[config.mk]
export PLATFORM = sky130hd
export DESIGN_NAME = mitchell_netravali_kernel_weight_flat
export DESIGN_NICKNAME = d
export VERILOG_FILES = /design/src/rtl/mnkw_pkg.sv /design/src/rtl/mnkw_if.sv /design/src/rtl/mnkw_coef.sv /design/src/rtl/mnkw_horner.sv /design/src/rtl/mnkw_round.sv /design/src/rtl/mitchell_netravali_kernel_weight.sv /design/src/flat_wrapper.sv
export SDC_FILE = /design/constraint.sdc
export NUM_CORES = 2
export LEC_CHECK = 0
export ABC_AREA = 1
export BUFFER_PORTS_ARGS = -buffer_cell sky130_fd_sc_hd__buf_4
export CORE_MARGIN = 3
export CORE_UTILIZATION = 71
export CTS_CLUSTER_DIAMETER = 40
export DETAILED_ROUTE_END_ITERATION = 10
export GPL_TIMING_DRIVEN = 1
export PLACE_DENSITY = 0.91
export SYNTH_ARGS = -nofsm -noshare
export SYNTH_HDL_FRONTEND = slang
export SYNTH_SLANG_ARGS = --single-unit
[constraint.sdc]
create_clock -name clk -period 17.4 [get_ports clk]
set_input_delay 1.74 -clock clk [delete_from_list [all_inputs] [get_ports clk]]
set_output_delay 1.74 -clock clk [all_outputs]
set_load 0.1 [all_outputs]
[src/rtl/mnkw_pkg.sv]
// Shared widths, types and constants for the Mitchell-Netravali kernel weight block.
package mnkw_pkg;

    // Field widths
    localparam int DIST_W   = 16;
    localparam int SHAPE_W  = 16;
    localparam int WEIGHT_W = 16;
    localparam int CFG_IDX_W = 1;

    // Fixed-point scales
    localparam int DIST_FRAC = 12;              // Q3.12 distance
    localparam int ONE_Q12   = 1 << DIST_FRAC;
    localparam int TWO_Q12   = 2 * ONE_Q12;
    localparam int ONE_Q14   = 1 << 14;

    // Reset value of both shape registers (one third in Q2.14)
    localparam logic [SHAPE_W-1:0] SHAPE_RESET = 16'd5461;

    // Datapath widths
    localparam int XW   = 13;   // |x| below two, Q12
    localparam int CW   = 25;   // coefficient working width
    localparam int K3W  = 21;   // cubic coefficient
    localparam int KW   = 23;   // other coefficients
    localparam int T1W  = 36;   // k3*x + k2*2^12
    localparam int MW   = 50;   // t1*x
    localparam int LOW_W = 24;  // low half of the split product
    localparam int THW  = 27;   // upper half plus k1
    localparam int PAW  = 41;   // upper partial product
    localparam int PBW  = 37;   // lower partial product
    localparam int SW   = 42;   // recombined sum
    localparam int CLW  = 19;   // clamped quotient numerator
    localparam int VW   = 18;   // offset numerator for the divide by three
    localparam int RPW  = 36;   // reciprocal product

    // Rounding and saturation: y = floor(total / 2^36) + 3, weight = floor(y / 6)
    localparam int ROUND_BIAS = 3;
    localparam int SAT_LIM    = 6 * 32768;      // |y| bound that keeps the weight in range
    localparam int HALF_SPAN  = SAT_LIM / 2;    // offset that makes y/2 non-negative
    localparam int RECIP3     = 174763;         // ceil(2^19 / 3)
    localparam int RECIP3_SH  = 19;

    // Configuration register indexes
    typedef enum logic [CFG_IDX_W-1:0] {
        REG_SHAPE_B = 1'b0,
        REG_SHAPE_C = 1'b1
    } cfg_reg_t;

    // Polynomial coefficients for one word, scaled by 6 * 2^14
    typedef struct packed {
        logic signed [K3W-1:0] k3;
        logic signed [KW-1:0]  k2;
        logic signed [KW-1:0]  k1;
        logic signed [KW-1:0]  k0;
    } coef_t;

    // Per-stage load enables
    typedef struct packed {
        logic s6;
        logic s5;
        logic s4;
        logic s3;
        logic s2;
        logic s1;
    } stage_en_t;

endpackage

[src/rtl/mnkw_if.sv]
// Handshake channels of the kernel weight block: distance in, weight out, register writes.
interface mnkw_dist_if
    import mnkw_pkg::*;
();
    logic                     valid;
    logic                     ready;
    logic signed [DIST_W-1:0] distance;

    modport source (output valid, output distance, input ready);
    modport sink (input valid, input distance, output ready);
endinterface

interface mnkw_weight_if
    import mnkw_pkg::*;
();
    logic                       valid;
    logic                       ready;
    logic signed [WEIGHT_W-1:0] weight;
    logic                       saturated;

    modport source (output valid, output weight, output saturated, input ready);
    modport sink (input valid, input weight, input saturated, output ready);
endinterface

interface mnkw_cfg_if
    import mnkw_pkg::*;
();
    logic                 valid;
    logic                 ready;
    logic [CFG_IDX_W-1:0] index;
    logic [SHAPE_W-1:0]   data;

    modport source (output valid, output index, output data, input ready);
    modport sink (input valid, input index, input data, output ready);
endinterface

[src/rtl/mnkw_coef.sv]
// Stage 1: absolute distance, interval select and coefficient derivation.
module mnkw_coef
    import mnkw_pkg::*;
(
    input  logic                     clk,
    input  logic                     load,
    input  logic [SHAPE_W-1:0]       shape_b,
    input  logic [SHAPE_W-1:0]       shape_c,
    input  logic signed [DIST_W-1:0] distance,
    output logic [XW-1:0]            x,
    output coef_t                    coef
);

    logic [DIST_W-1:0]    abs_dist;
    logic signed [CW-1:0] bs;
    logic signed [CW-1:0] cs;
    logic signed [CW-1:0] p0, p2, p3;
    logic signed [CW-1:0] q0, q1, q2, q3;
    coef_t                coef_next;
    logic [XW-1:0]        x_reg;
    coef_t                coef_reg;

    // Fold the sign; the most negative code maps to eight, which lies beyond two
    assign abs_dist = distance[DIST_W-1] ? DIST_W'(-distance) : DIST_W'(distance);

    assign bs = $signed({{(CW-SHAPE_W){1'b0}}, shape_b});
    assign cs = $signed({{(CW-SHAPE_W){1'b0}}, shape_c});

    // Inner cubic, times six
    assign p0 = CW'(6 * ONE_Q14) - (bs * CW'(2));
    assign p2 = CW'(-18 * ONE_Q14) + (bs * CW'(12)) + (cs * CW'(6));
    assign p3 = CW'(12 * ONE_Q14) - (bs * CW'(9)) - (cs * CW'(6));

    // Outer cubic, times six
    assign q0 = (bs * CW'(8)) + (cs * CW'(24));
    assign q1 = -(bs * CW'(12)) - (cs * CW'(48));
    assign q2 = (bs * CW'(6)) + (cs * CW'(30));
    assign q3 = -bs - (cs * CW'(6));

    // Pick the polynomial; zero coefficients give a zero weight beyond two
    always_comb
    begin
        if (abs_dist < DIST_W'(ONE_Q12))
        begin
            coef_next.k3 = K3W'(p3);
            coef_next.k2 = KW'(p2);
            coef_next.k1 = '0;
            coef_next.k0 = KW'(p0);
        end
        else if (abs_dist < DIST_W'(TWO_Q12))
        begin
            coef_next.k3 = K3W'(q3);
            coef_next.k2 = KW'(q2);
            coef_next.k1 = KW'(q1);
            coef_next.k0 = KW'(q0);
        end
        else
        begin
            coef_next = '0;
        end
    end

    // Hold the word while the next stage is stalled
    always_ff @(posedge clk)
    begin
        if (load)
        begin
            x_reg    <= abs_dist[XW-1:0];
            coef_reg <= coef_next;
        end
    end

    assign x    = x_reg;
    assign coef = coef_reg;

endmodule

[src/rtl/mnkw_horner.sv]
// Stages 2 to 4: Horner evaluation of the cubic, last product split in two halves.
module mnkw_horner
    import mnkw_pkg::*;
(
    input  logic                  clk,
    input  stage_en_t             en,
    input  logic [XW-1:0]         x,
    input  coef_t                 coef,
    output logic signed [PAW-1:0] pa,
    output logic [PBW-1:0]        pb,
    output logic signed [KW-1:0]  k0
);

    logic signed [XW:0]    xs1, xs2, xs3;
    logic signed [T1W-1:0] t1_next, t1_reg;
    logic [XW-1:0]         x2_reg, x3_reg;
    logic signed [KW-1:0]  k1_2_reg, k0_2_reg;
    logic signed [MW-1:0]  m_next, m_reg;
    logic signed [KW-1:0]  k1_3_reg, k0_3_reg;
    logic signed [THW-1:0] th;
    logic [LOW_W-1:0]      tl;
    logic signed [PAW-1:0] pa_next, pa_reg;
    logic [PBW-1:0]        pb_next, pb_reg;
    logic signed [KW-1:0]  k0_4_reg;

    assign xs1 = $signed({1'b0, x});
    assign xs2 = $signed({1'b0, x2_reg});
    assign xs3 = $signed({1'b0, x3_reg});

    // Stage 2: k3*x + k2*2^12
    assign t1_next = T1W'(coef.k3 * xs1) + (T1W'(coef.k2) <<< DIST_FRAC);

    always_ff @(posedge clk)
    begin
        if (en.s2)
        begin
            t1_reg   <= t1_next;
            x2_reg   <= x;
            k1_2_reg <= coef.k1;
            k0_2_reg <= coef.k0;
        end
    end

    // Stage 3: second Horner product
    assign m_next = MW'(t1_reg * xs2);

    always_ff @(posedge clk)
    begin
        if (en.s3)
        begin
            m_reg    <= m_next;
            x3_reg   <= x2_reg;
            k1_3_reg <= k1_2_reg;
            k0_3_reg <= k0_2_reg;
        end
    end

    // Stage 4: add k1*2^24 to the upper half, multiply both halves by x
    assign th      = THW'(m_reg >>> LOW_W) + THW'(k1_3_reg);
    assign tl      = m_reg[LOW_W-1:0];
    assign pa_next = PAW'(th * xs3);
    assign pb_next = PBW'(tl) * PBW'(x3_reg);

    always_ff @(posedge clk)
    begin
        if (en.s4)
        begin
            pa_reg   <= pa_next;
            pb_reg   <= pb_next;
            k0_4_reg <= k0_3_reg;
        end
    end

    assign pa = pa_reg;
    assign pb = pb_reg;
    assign k0 = k0_4_reg;

endmodule

[src/rtl/mnkw_round.sv]
// Stages 5 and 6: recombine, round, saturate and divide by six.
module mnkw_round
    import mnkw_pkg::*;
(
    input  logic                       clk,
    input  stage_en_t                  en,
    input  logic signed [PAW-1:0]      pa,
    input  logic [PBW-1:0]             pb,
    input  logic signed [KW-1:0]       k0,
    output logic signed [WEIGHT_W-1:0] weight,
    output logic                       saturated
);

    localparam logic signed [SW-1:0]  Y_MAX = SW'(SAT_LIM - 1);
    localparam logic signed [SW-1:0]  Y_MIN = SW'(-SAT_LIM);

    logic signed [SW-1:0]       pa_x, k0_x, pbh_x;
    logic signed [SW-1:0]       sum;
    logic signed [SW-1:0]       y;
    logic signed [CLW-1:0]      y_cl;
    logic                       sat_next;
    logic signed [CLW-1:0]      v_wide;
    logic [VW-1:0]              v_reg;
    logic                       sat5_reg;
    logic [RPW-1:0]             prod;
    logic [WEIGHT_W-1:0]        r;
    logic signed [WEIGHT_W-1:0] weight_reg;
    logic                       sat_reg;

    // Integer part of total / 2^36; the low product only carries into it
    assign pa_x  = SW'(pa);
    assign k0_x  = SW'(k0) <<< DIST_FRAC;
    assign pbh_x = $signed({{(SW-(PBW-LOW_W)){1'b0}}, pb[PBW-1:LOW_W]});
    assign sum   = pa_x + k0_x + pbh_x;
    assign y     = (sum >>> DIST_FRAC) + SW'(ROUND_BIAS);

    // Clip where y / 6 would leave the weight range
    always_comb
    begin
        if (y > Y_MAX)
        begin
            y_cl     = CLW'(Y_MAX);
            sat_next = 1'b1;
        end
        else if (y < Y_MIN)
        begin
            y_cl     = CLW'(Y_MIN);
            sat_next = 1'b1;
        end
        else
        begin
            y_cl     = CLW'(y);
            sat_next = 1'b0;
        end
    end

    // Halve and offset so the divide by three sees a non-negative value
    assign v_wide = (y_cl >>> 1) + CLW'(HALF_SPAN);

    always_ff @(posedge clk)
    begin
        if (en.s5)
        begin
            v_reg    <= v_wide[VW-1:0];
            sat5_reg <= sat_next;
        end
    end

    // Divide by three with a reciprocal; remove the offset by flipping the top bit
    assign prod = RPW'(v_reg) * RPW'(RECIP3);
    assign r    = prod[RECIP3_SH+WEIGHT_W-1:RECIP3_SH];

    always_ff @(posedge clk)
    begin
        if (en.s6)
        begin
            weight_reg <= $signed({~r[WEIGHT_W-1], r[WEIGHT_W-2:0]});
            sat_reg    <= sat5_reg;
        end
    end

    assign weight    = weight_reg;
    assign saturated = sat_reg;

endmodule

[src/rtl/mitchell_netravali_kernel_weight.sv]
// Mitchell-Netravali kernel weight: six-stage pipeline, one distance word per cycle while dout is ready.
// An accepted distance word passes stages 1 to 6 in order and leaves as its weight word on dout.
// Throughput: one word per cycle while dout is ready; each stage holds independently, so din stays ready
// while earlier stages have room even if the output word is not taken.
// Reset: rst_n clears all stage valid bits and loads both shape registers with one third.
module mitchell_netravali_kernel_weight
    import mnkw_pkg::*;
(
    input  logic          clk,
    input  logic          rst_n,
    mnkw_cfg_if.sink      cfg,
    mnkw_dist_if.sink     din,
    mnkw_weight_if.source dout
);

    localparam int NUM_STAGES = 6;

    logic [SHAPE_W-1:0]    shape_b_reg;
    logic [SHAPE_W-1:0]    shape_c_reg;
    logic [NUM_STAGES-1:0] valid_reg;
    logic [NUM_STAGES-1:0] valid_next;
    logic [NUM_STAGES-1:0] load;
    stage_en_t             en;
    logic [XW-1:0]         x1;
    coef_t                 coef1;
    logic signed [PAW-1:0] pa4;
    logic [PBW-1:0]        pb4;
    logic signed [KW-1:0]  k0_4;

    // Shape registers: always ready, unknown indexes dropped
    assign cfg.ready = 1'b1;

    always_ff @(posedge clk or negedge rst_n)
    begin
        if (!rst_n)
        begin
            shape_b_reg <= SHAPE_RESET;
            shape_c_reg <= SHAPE_RESET;
        end
        else if (cfg.valid)
        begin
            case (cfg_reg_t'(cfg.index))
                REG_SHAPE_B: shape_b_reg <= cfg.data;
                REG_SHAPE_C: shape_c_reg <= cfg.data;
                default:     ;
            endcase
        end
    end

    // A stage loads when it is empty or its successor loads
    always_comb
    begin
        load[NUM_STAGES-1] = !valid_reg[NUM_STAGES-1] || dout.ready;
        for (int i = NUM_STAGES - 2; i >= 0; i--)
        begin
            load[i] = !valid_reg[i] || load[i+1];
        end
    end

    assign en        = stage_en_t'(load);
    assign din.ready = load[0];

    // Advance valid bits with the data
    always_comb
    begin
        valid_next = valid_reg;
        if (load[0])
        begin
            valid_next[0] = din.valid;
        end
        for (int i = 1; i < NUM_STAGES; i++)
        begin
            if (load[i])
            begin
                valid_next[i] = valid_reg[i-1];
            end
        end
    end

    always_ff @(posedge clk or negedge rst_n)
    begin
        if (!rst_n)
        begin
            valid_reg <= '0;
        end
        else
        begin
            valid_reg <= valid_next;
        end
    end

    mnkw_coef u_coef
    (
        .clk      (clk),
        .load     (en.s1),
        .shape_b  (shape_b_reg),
        .shape_c  (shape_c_reg),
        .distance (din.distance),
        .x        (x1),
        .coef     (coef1)
    );

    mnkw_horner u_horner
    (
        .clk  (clk),
        .en   (en),
        .x    (x1),
        .coef (coef1),
        .pa   (pa4),
        .pb   (pb4),
        .k0   (k0_4)
    );

    mnkw_round u_round
    (
        .clk       (clk),
        .en        (en),
        .pa        (pa4),
        .pb        (pb4),
        .k0        (k0_4),
        .weight    (dout.weight),
        .saturated (dout.saturated)
    );

    assign dout.valid = valid_reg[NUM_STAGES-1];

endmodule
[src/flat_wrapper.sv]
// flat-port wrapper written by rule: the top's interface ports become plain ports
module mitchell_netravali_kernel_weight_flat import mnkw_pkg::*;
  (clk, rst_n, cfg_valid, cfg_index, cfg_data, cfg_ready, din_valid, din_distance, din_ready, dout_valid, dout_weight, dout_saturated, dout_ready);
  mnkw_cfg_if cfg_i ();
  mnkw_dist_if din_i ();
  mnkw_weight_if dout_i ();
  input  logic clk;
  input  logic rst_n;
  input wire logic [$bits(cfg_i.valid)-1:0] cfg_valid;
  input wire logic [$bits(cfg_i.index)-1:0] cfg_index;
  input wire logic [$bits(cfg_i.data)-1:0] cfg_data;
  output wire logic [$bits(cfg_i.ready)-1:0] cfg_ready;
  input wire logic [$bits(din_i.valid)-1:0] din_valid;
  input wire logic [$bits(din_i.distance)-1:0] din_distance;
  output wire logic [$bits(din_i.ready)-1:0] din_ready;
  output wire logic [$bits(dout_i.valid)-1:0] dout_valid;
  output wire logic [$bits(dout_i.weight)-1:0] dout_weight;
  output wire logic [$bits(dout_i.saturated)-1:0] dout_saturated;
  input wire logic [$bits(dout_i.ready)-1:0] dout_ready;
  assign cfg_i.valid = cfg_valid;
  assign cfg_i.index = cfg_index;
  assign cfg_i.data = cfg_data;
  assign cfg_ready = cfg_i.ready;
  assign din_i.valid = din_valid;
  assign din_i.distance = din_distance;
  assign din_ready = din_i.ready;
  assign dout_valid = dout_i.valid;
  assign dout_weight = dout_i.weight;
  assign dout_saturated = dout_i.saturated;
  assign dout_i.ready = dout_ready;
  mitchell_netravali_kernel_weight u_core (.clk(clk), .rst_n(rst_n), .cfg(cfg_i), .din(din_i), .dout(dout_i));
endmodule
Word-level counts from Yosys, hierarchy flattened
Index checks and enable logic that the tools add are counted.
- $add $sub $neg: 18
- $mul: 12
- $lt $le $gt $ge: 4
- muxes and demuxes: 6
- bitwise gates (word level): 3
- reductions and logical operators: 15
- operators by type and width (cell ; count):
    2-to-1 mux 90 bit ; 2
    multiplier 16 x 2 -> 18 bit, second input constant ; 5
    multiplier 36 x 14 -> 50 bit ; 1
    adder 19 x 21 -> 22 bit ; 2
    adder 41 x 35 -> 42 bit ; 1
    adder 42 x 14 -> 42 bit ; 1
    subtractor 21 x 20 -> 21 bit ; 2
    multiplier 27 x 14 -> 41 bit ; 1
    multiplier 16 x 4 -> 20 bit, second input constant ; 2
    2-to-1 mux 19 bit ; 2
    multiplier 24 x 13 -> 37 bit ; 1
    adder 35 x 35 -> 36 bit ; 1
    multiplier 18 x 18 -> 35 bit, second input constant ; 1
    multiplier 21 x 14 -> 35 bit ; 1
    adder 30 x 3 -> 31 bit, second input constant ; 1
    greater-than comparator 31 x 19 -> 1 bit, second input constant ; 1
    less-than comparator 31 x 19 -> 1 bit, second input constant ; 1
    adder 26 x 23 -> 27 bit ; 1
    adder 23 bit ; 1
    negation 20 -> 23 bit ; 1
    subtractor 23 bit ; 1
    adder 20 x 21 -> 22 bit, first input constant ; 1
    negation 16 -> 21 bit ; 1
    subtractor 18 x 20 -> 21 bit, first input constant ; 1
    other kinds (12) ; 25
- bits in registers: 482
- bits of input ports: 38
- output and inout bits: 20

Longest topological paths before layout
- word-level depth: 7
- depth in mapped cells: 38
- depth with buffers taken out: 38

Cells and area by module
Synthesis repeated with hierarchy kept, for this count alone.
- cell total of the unflattened synthesis: 11362
- area total of the unflattened synthesis: 91525.3 um^2
- modules (own cells, without submodules) (module ; instances ; cells each ; area an instance (um^2)):
    mnkw_horner ; 1 ; 7322 ; 62125.8
    mnkw_coef ; 1 ; 2114 ; 15363.5
    mnkw_round ; 1 ; 1778 ; 12534.5
    mitchell_netravali_kernel_weight ; 1 ; 148 ; 1501.4

Least setup slack after synthesis
OpenSTA, ideal clock, no wires.
- path kind: input -> output
- from: in dout_ready
- to: out din_ready
- arrival time: 9.537 ns
- data required time: 15.660 ns
- path slack: 6.123 ns
- stages on the path: 10
- cell sequence: nor2_1 > inv_1 > nor2_1 > inv_1 > nor2_1 > inv_1 > nor2_1 > inv_1 > nor2_1 > nand2_1
- RTL lines (what ; line ; source):
    start: declaration ; flat_wrapper.sv:19 ; input wire logic [$bits(dout_i.ready)-1:0] dout_ready;
    end: declaration ; flat_wrapper.sv:15 ; output wire logic [$bits(din_i.ready)-1:0] din_ready;

Worst setup path in the final report
- from: reg u_core.u_horner.m_reg[26]
- to: reg u_core.u_horner.pa_reg[37] (netlist: u_core.u_horner.pa[37]) (data pin)
- word-level cells in the longest chain between the ends: 2
- ends and longest elaborated chain (what ; line ; source):
    start: declaration ; mnkw_horner.sv:18 ; logic signed [MW-1:0] m_next, m_reg;
    start signal: assignment ; mnkw_horner.sv:51 ; m_reg <= m_next;
    adder 26 x 23 -> 27 bit ; mnkw_horner.sv:59 ; assign th = THW'(m_reg >>> LOW_W) + THW'(k1_3_reg);
    multiplier 27 x 14 -> 41 bit ; mnkw_horner.sv:61 ; assign pa_next = PAW'(th * xs3);
    via u_core.u_horner.pa_next[37] ; mnkw_horner.sv:22 ; logic signed [PAW-1:0] pa_next, pa_reg;
    end signal: assignment ; mnkw_horner.sv:68 ; pa_reg <= pa_next;
    end: declaration ; mnkw_horner.sv:22 ;
The timed path passes the listed nets, and every way through them passes these cells.
A chain may end at the register's enable or synchronous reset.

==> flow_metrics.tcl <==
set metrics [dict create \
    synthDistinctLibCells 62 \
    fp.dieArea_um2 123000 \
    htree_levels 3 \
    cp-startpoint "u_core.u_horner.m_reg[26]$_DFFE_PP_" \
    synthArstFlopShare 0.0850 \
    synth_area_leader_cell "fa_1" \
    timing.rr.start "u_core.u_horner.m_reg[26]$_DFFE_PP_" \
    rsz0062_at_grt "false" \
    grt_pass1_vias 72684 \
    crit_top_cell "inv_1" \
    finalWorstSetupSlack_ps 8150 \
    status "finished clean" \
    rows 126 \
    synth_ff_type "edfxtp_1" \
    syn_area_um2 84600 \
    grt_overflow 0 \
    post-place-ws_ps 8460 \
    initial_core_util 0.717 \
    drtIter0Drc 5855 \
    final_cell_mix "2665 x inv_1, 2278 x nand2_1, 1453 x fa_1, 839 x ha_1, 446 x a21oi_1" \
    cts_hold_buf 0 \
    gp_congestion 1.03 \
    setup_violations 0 \
    post_drt_wl_per_cell_um 19.5 \
    end_kind "flop" \
    ant_nets 0 \
    vias_per_cell 5.80 \
    worst_pin_slew_ps 1260 \
    synth_top_cell_area_share 0.344 \
    cap_viol_max_count 0 \
    grt_pass1_wl_um 368000 \
    antenna_found_initial 1 \
    drive_above_1_share 0.0396 \
    clockBufferDepth 3 \
    cts.repair.resized 0 \
    period_share 0.531 \
    path_class "reg -> reg" \
    grt.total_usage 0.379 \
    largest_reg_flops 86 \
    yosysSeqAreaShare 0.157 \
    avgSynthCellArea_um2 8.39 \
    max_freq_ghz 0.108 \
    fin_crit_ps 9250 \
    final_common_cell "inv_1" \
    cts-root-buf "clkbuf_16" \
    num_vias 67419 \
    synth_warnings 0 \
    slowest_stage "xnor2_1" \
    hp-start "u_core.u_horner.k0_3_reg[5]$_DFFE_PP_" \
    core-area_um2 118000 \
    cts_made_buffers 81 \
    mappedNetlistNets 12416 \
    clk_latency_ps 720 \
    synthCells 10086 \
    area_growth_pct 5.35 \
    ys_ff_latch 447 \
    post-route-drc-count 0 \
    die_h_um 351 \
    cts.clk_slew.worst_paths_ps 60 \
    dp_hpwl_um 182000 \
    fin_nets 12344 \
    fp.dieW_um 351 \
    num-fill-cells 7991 \
    hp-class "reg -> reg" \
    maxSlewHeadroom 0.152 \
    synthTopCellsByArea "fa_1 34%, edfxtp_1 15%, ha_1 12%" \
    worst_ep_required_time_ps 17830 \
    numClockSinks 447 \
    io_buffers 56 \
    cp_max_fo 9 \
    synth-edff-count 409 \
    finalClockSkew_ps 58.3 \
    postCtsSetupBuffers 0 \
    cts_tree "built" \
    slowest_delay_ps 810 \
    worstSetupStartpointType "flop" \
    drt-total-wl_um 226000 \
    setup_tns_ps 0 \
    critical_path_arrival_ps 9680 \
    io_pins 58 \
    grt_max_degree 79 \
    hold_violations 0 \
    dr.pass1.iters 6 \
    maxSlewViolCount 0 \
]
logic make-up after synthesis:
family	synth area share
AOI/OAI and AO/OA	0.0616
other	0.0000443
DFF	0.157
adders and majority gates	0.468
and+or+nand+nor	0.150
xor gates and xnor gates	0.0323
buffers and inverters	0.132
cell usage after synthesis, types with 23 or more instances:
master / count
ha_1: 839
nand4_1: 51
buf_1: 52
clkbuf_1: 200
nor3_1: 53
nand2_2: 33
nand3_1: 182
nor2_1: 436
inv_2: 23
o21ai_0: 250
nand2_1: 2279
fa_1: 1453
inv_1: 2668
edfxtp_1: 409
or2_2: 43
o21a_1: 28
a31oi_1: 49
xnor2_1: 100
a21boi_0: 25
a21oi_1: 446
xor2_1: 212
dfrtp_1: 24
per-layer routing:
layer / track usage / share of wire / up-vias
met2: 0.637 / 0.48 / 3564
met1: 0.453 / 0.36 / 32661
met5: 0 / 0.000049 / -
met4: 0.220 / 0.069 / 2
met3: 0.0818 / 0.091 / 1085
li1: - / - / 30107
worst paths after layout:
path	cells past startpoint	slack (ps)	endpoint
worst max-delay path	37	8150	u_core.u_horner.pa[37]$_DFFE_PP_
worst min-delay path	0	410	u_core.u_horner.k0[5]$_DFFE_PP_
worst max register to register	37	8150	u_core.u_horner.pa[37]$_DFFE_PP_
worst min register to register	0	410	u_core.u_horner.k0[5]$_DFFE_PP_
max in group asynchronous	1	16020	u_core.shape_c_reg[4]$_DFFE_PN1P_
min in group asynchronous	1	1010	u_core.shape_b_reg[11]$_DFFE_PN0P_
stage by stage:
stage / utilization / cell area [um^2] / hold slack [ps] / instances
after detailed placement: 0.731 / 86300 / 405 / 11467
after CTS: 0.755 / 89100 / 409 / 11617
after global routing: 0.755 / 89100 / 422 / 11617
after global placement: 0.731 / 86300 / 401 / 11467
after floorplan: - / 84600 / 400 / 10086
final: 0.755 / 89100 / 412 / 11618
area by class of cell:
type / count / area, um^2 / area share
Multi-Input combinational cell: 6679 / 60200 / 0.676
Sequential cell: 447 / 13300 / 0.149
Inverter: 2703 / 10100 / 0.114
Clock buffer: 94 / 2140 / 0.0240
Tap cell: 1536 / 1920 / 0.0216
Timing Repair Buffer: 102 / 766 / 0.00859
Clock inverter: 56 / 674 / 0.00757
Antenna cell: 1 / 2.50 / 0.0000281
worst max-delay path: cells and delay by family, from the launching register on:
family,cells,cell delay (ps)
flops,1,330
buf+inv,8,820
xor+xnor,1,810
simple gates,8,820
fa+ha+maj,9,3780
compound gates,11,2430
Power is not shown: default switching activity piles up to over one toggle a cycle in this logic, so the estimate is an artifact.
